==> config.mk <==
export PLATFORM = sky130hd
export DESIGN_NAME = ll1p_front
export DESIGN_NICKNAME = d
export VERILOG_FILES = /design/src/sv/ll1p_pkg.sv /design/src/sv/ll1p_front.sv
export SDC_FILE = /design/constraint.sdc
export NUM_CORES = 1
export LEC_CHECK = 0
export BUFFER_PORTS_ARGS = -buffer_cell sky130_fd_sc_hd__buf_2
export CAP_MARGIN = 20
export CORE_MARGIN = 8
export CORE_UTILIZATION = 52
export CTS_CLUSTER_DIAMETER = 30
export DETAILED_ROUTE_END_ITERATION = 16
export PLACE_DENSITY = 0.83
export SLEW_MARGIN = 20
export SYNTH_ARGS = -nofsm -noshare
export SYNTH_HDL_FRONTEND = slang
export SYNTH_SLANG_ARGS = --single-unit
export TNS_END_PERCENT = 5
==> constraint.sdc <==
create_clock -name clk_i -period 2.6 [get_ports clk_i]
set_clock_uncertainty 0.1 [all_clocks]
set_input_delay 0.78 -clock clk_i [delete_from_list [all_inputs] [get_ports clk_i]]
set_output_delay 0.78 -clock clk_i [all_outputs]
set_load 0.05 [all_outputs]
==> src/sv/ll1p_pkg.sv <==
// Package for the LL(1) parser unit: payload structs, command and status codes, back-part states.
// No dependencies.
`default_nettype none
package ll1p_pkg;
  typedef enum logic [2:0] {
    CMD_TOKEN = 3'd0,
    CMD_CELL  = 3'd1,
    CMD_RHS   = 3'd2,
    CMD_LEN   = 3'd3,
    CMD_RESTART = 3'd4
  } cmd_e;

  typedef enum logic [2:0] {
    ST_MATCH    = 3'd0,
    ST_ACCEPT   = 3'd1,
    ST_NOENTRY  = 3'd2,
    ST_MISMATCH = 3'd3,
    ST_OVERFLOW = 3'd4,
    ST_LIMIT    = 3'd5,
    ST_IDLE     = 3'd6,
    ST_LOADED   = 3'd7
  } status_e;

  typedef struct packed {
    logic [2:0] command;
    logic [5:0] token;
    logic [5:0] row_symbol;
    logic [5:0] production;
    logic       entry_valid;
    logic [2:0] rhs_position;
    logic [5:0] rhs_symbol;
    logic [3:0] rhs_length;
  } in_item_t;

  typedef struct packed {
    logic [2:0] status;
    logic [6:0] stack_depth;
    logic [6:0] expansions;
    logic [5:0] top_symbol;
  } out_item_t;

  typedef enum logic [2:0] {
    BK_IDLE,
    BK_TOP,
    BK_CELL,
    BK_LEN,
    BK_PUSH,
    BK_DONE
  } bk_state_e;
endpackage
`default_nettype wire

==> src/sv/ll1p_front.sv <==
// Front part of the LL(1) parser: accepts transactions into a short queue.
// Depends on ll1p_pkg.
`default_nettype none
module ll1p_front
  import ll1p_pkg::*;
(
  input  wire logic     clk_i,
  input  wire logic     rst_ni,
  input  wire logic     in_valid_i,
  output logic          in_stall_o,
  input  wire in_item_t in_data_i,
  output logic          q_valid_o,
  input  wire logic     q_pop_i,
  output in_item_t      q_data_o
);
  // Two-entry queue so the back part can stall independently.
  in_item_t   mem_q [2];
  logic       wp_q, rp_q, wp_d, rp_d;
  logic [1:0] cnt_q, cnt_d;
  logic       push;

  assign in_stall_o = (cnt_q == 2'd2);
  assign push       = in_valid_i && !in_stall_o;
  assign q_valid_o  = (cnt_q != 2'd0);
  assign q_data_o   = mem_q[rp_q];

  always_comb begin
    wp_d  = wp_q ^ push;
    rp_d  = rp_q ^ (q_pop_i && q_valid_o);
    cnt_d = cnt_q + {1'b0, push} - {1'b0, q_pop_i && q_valid_o};
  end

  always_ff @(posedge clk_i or negedge rst_ni) begin
    if (!rst_ni) begin
      wp_q  <= 1'b0;
      rp_q  <= 1'b0;
      cnt_q <= 2'd0;
    end else begin
      wp_q  <= wp_d;
      rp_q  <= rp_d;
      cnt_q <= cnt_d;
    end
  end

  always_ff @(posedge clk_i) begin
    if (push) begin
      mem_q[wp_q] <= in_data_i;
    end
  end
endmodule
`default_nettype wire

==> impl_metrics.yaml <==
placement:
  preCtsSetupSlack_ns: 0.4390
  gp_congestion: 0.7121
  port-buffer-count: 75
  place_hpwl_um: 3563
  place_area_um2: 3366
synth:
  postSynthNetCount: 172
  postSynthRegisterBits: 74
  register_area_share_after_synthesis: 0.7599
  syn-cell-area_um2: 2898
  netlist_instances: 129
  synthDistinctLibCells: 15
  avgSynthCellArea_um2: 22.46
  yosys_warnings: 0
grt:
  gr-usage-met3: 0.03574
  globalRouteOverflowTotal: 0
  grt_pass1_vias: 1554
  global_route.usage.met1: 0.1319
  grt.met2_usage: 0.2180
  first_pass_grt_wire_length_um: 7831
  grt_usage: 0.1266
  grt_antenna_before_repair: 0
  grt_busiest_layer: "met2"
  grt_max_degree: 36
clock_network:
  cts.sinks: 74
  cts_hold_buf: 0
  clkSlewWorstSetupHoldPaths_ns: 0.07
  numCtsBuffers: 9
  ctsResizeCount: 0
  post-cts-setup-buffer-count: 0
  cts_tree: "built"
  clock_tree.root_cell: "clkbuf_8"
  cts.htree.levels: 3
  cts.path.max_buffers: 2
  clk_latency_ns: 0.33
drt:
  post_drt_wl_per_cell_um: 17.15
  routed_via_density: 4.901
  route.antenna.remaining_nets: 0
  dr_total_vias: 1431
  drt-pass1-iter-count: 4
  drtIter0Drc: 78
  totalWireLength_um: 5007
  drc_errors: 0
critical_path:
  crit_fanout: 11
  critPathTopFamily: "buffers and inverters"
  setup.worst_path.class: "flop to output port"
  cp-start-kind: "flop"
  crit_chain: "buf_4, mux2_4, buf_2"
  critical_path.n_buffers_inverters: 2
  timing.critical_path.arrival_ns: 1.63
  timing.critical_path.slowest_cell_delay_ns: 0.47
  worstPathRequired_ns: 1.72
  cp-end-kind: "output port"
  critPathSlowestCell: "dfrtp_2"
power:
  power-per-cell-area_nw_per_um2: 1345
  leakage_power_of_the_design_nw: 1.456
  vdd_drop_max_v: 0.0008471
outcome:
  outcome: "complete, no violations"
die:
  die-area_um2: 8217
  boundaryPins: 76
  initial_utilization: 0.5328
  core_region_area_um2: 5439
  dieWidth_um: 90.65
  chipHeight_um: 90.65
  rows: 27
sta:
  setup_viol: 0
  worst_slack_ns: 0.09479
  total_count_of_max_transition_violations_in_the_final_report: 0
  max_freq_mhz: 399.2
  worst_slew_pin_slew_ns: 0.2632
  timing.final.crit_share: 0.9635
  slew-limit-headroom: 0.8257
  finalHoldViolations: 0
  period_minus_slack_ns: 2.505
  grt_setup_unrepaired: "false"
  setup_total_negative_slack_ns: 0
layout:
  final_cell_mix: "buf_2 (75), edfxtp_1 (70), mux2_4 (29)"
  final_area_um2: 3577
  n_antenna_cell: 0
  area_delta_synth_final_pct: 23.45
  mostFrequentLayoutCell: "buf_2"
  fin_util: 0.6577
  fraction_of_layout_instances_using_a_drive_strength_above_1: 0.6000
  layout.nets: 258
job:
  max_cap_violations: 0
hold_path:
  min-delay-path-class: "primary input to async pin"
-- synth_stat cells --
cell	instances	share of area
buf_12	3	0.021
mux2_2	6	0.023
xnor2_1	2	0.0060
dfrtp_1	4	0.035
ha_1	4	0.017
nand2b_1	1	0.0022
edfxtp_1	70	0.73
o21a_1	1	0.0026
and2_1	1	0.0022
nand2_1	1	0.0013
buf_6	1	0.0039
inv_1	4	0.0052
mux2_4	29	0.15
or2_2	1	0.0022
xor2_1	1	0.0030
-- registers in the layout (all words and copies together) (netlist names) --
register	flops
mem_q	70
cnt_q	2
rp_q	1
wp_q	1
-- worst paths after layout --
kind / from / endpoint / slack [ns] / cells after the start
max reg2reg: cnt_q[1] / cnt_q[1] / 0.99 / 6
min: rst_ni / cnt_q[0] / 0.14 / 1
max: rp_q / q_data_o[14] / 0.09 / 3
min in group clk_i: cnt_q[1] / cnt_q[1] / 0.43 / 1
min reg2reg: cnt_q[1] / cnt_q[1] / 0.43 / 1
max in group asynchronous: rst_ni / rp_q / 2.13 / 1
-- layout make-up --
type | instances | area [µm²]
Inverter | 4 | 15.01
Timing Repair Buffer | 79 | 442.9
Fill cell | 403 | 1862
Clock buffer | 11 | 131.4
Sequential cell | 74 | 2203
Tap cell | 72 | 90.09
Clock inverter | 5 | 80.08
Multi-Input combinational cell | 47 | 614.3
-- metal layers --
metal	vias up	share of wire
li1	668	-
met1	710	0.39
met2	45	0.54
met3	8	0.051
met4	0	0.022
met5	-	0
-- report_power, final --
| group | internal, mW | switching, mW | total (mW) |
|---|---|---|---|
| clock | 0.539 | 0.390 | 0.929 |
| sequential | 1.64 | 0.0997 | 1.73 |
| combinational | 0.716 | 1.43 | 2.15 |
-- cell families after synthesis --
| family | Yosys count | share of synthesized area |
|---|---|---|
| AO/OA/AOI/OAI | 1 | 0.002592 |
| buffers and inverters | 8 | 0.02979 |
| AND/OR/NAND/NOR | 4 | 0.007775 |
| multiplexers | 35 | 0.1736 |
| flip-flops | 74 | 0.7599 |
| adder cells (fa/ha/maj) | 4 | 0.01727 |
| XOR/XNOR | 3 | 0.009069 |
-- per-stage QoR --
stage	std cells	power, mW	hold WS (ns)
3_5_place_dp	276	3.944	0.4159
5_1_grt	292	5.017	0.1266
6_report	292	4.811	0.1381
4_1_cts	292	4.878	0.1238
3_3_place_gp	276	3.905	0.4031
2_1_floorplan	129	3.566	0.3809
(Power assumes the default switching activity.)
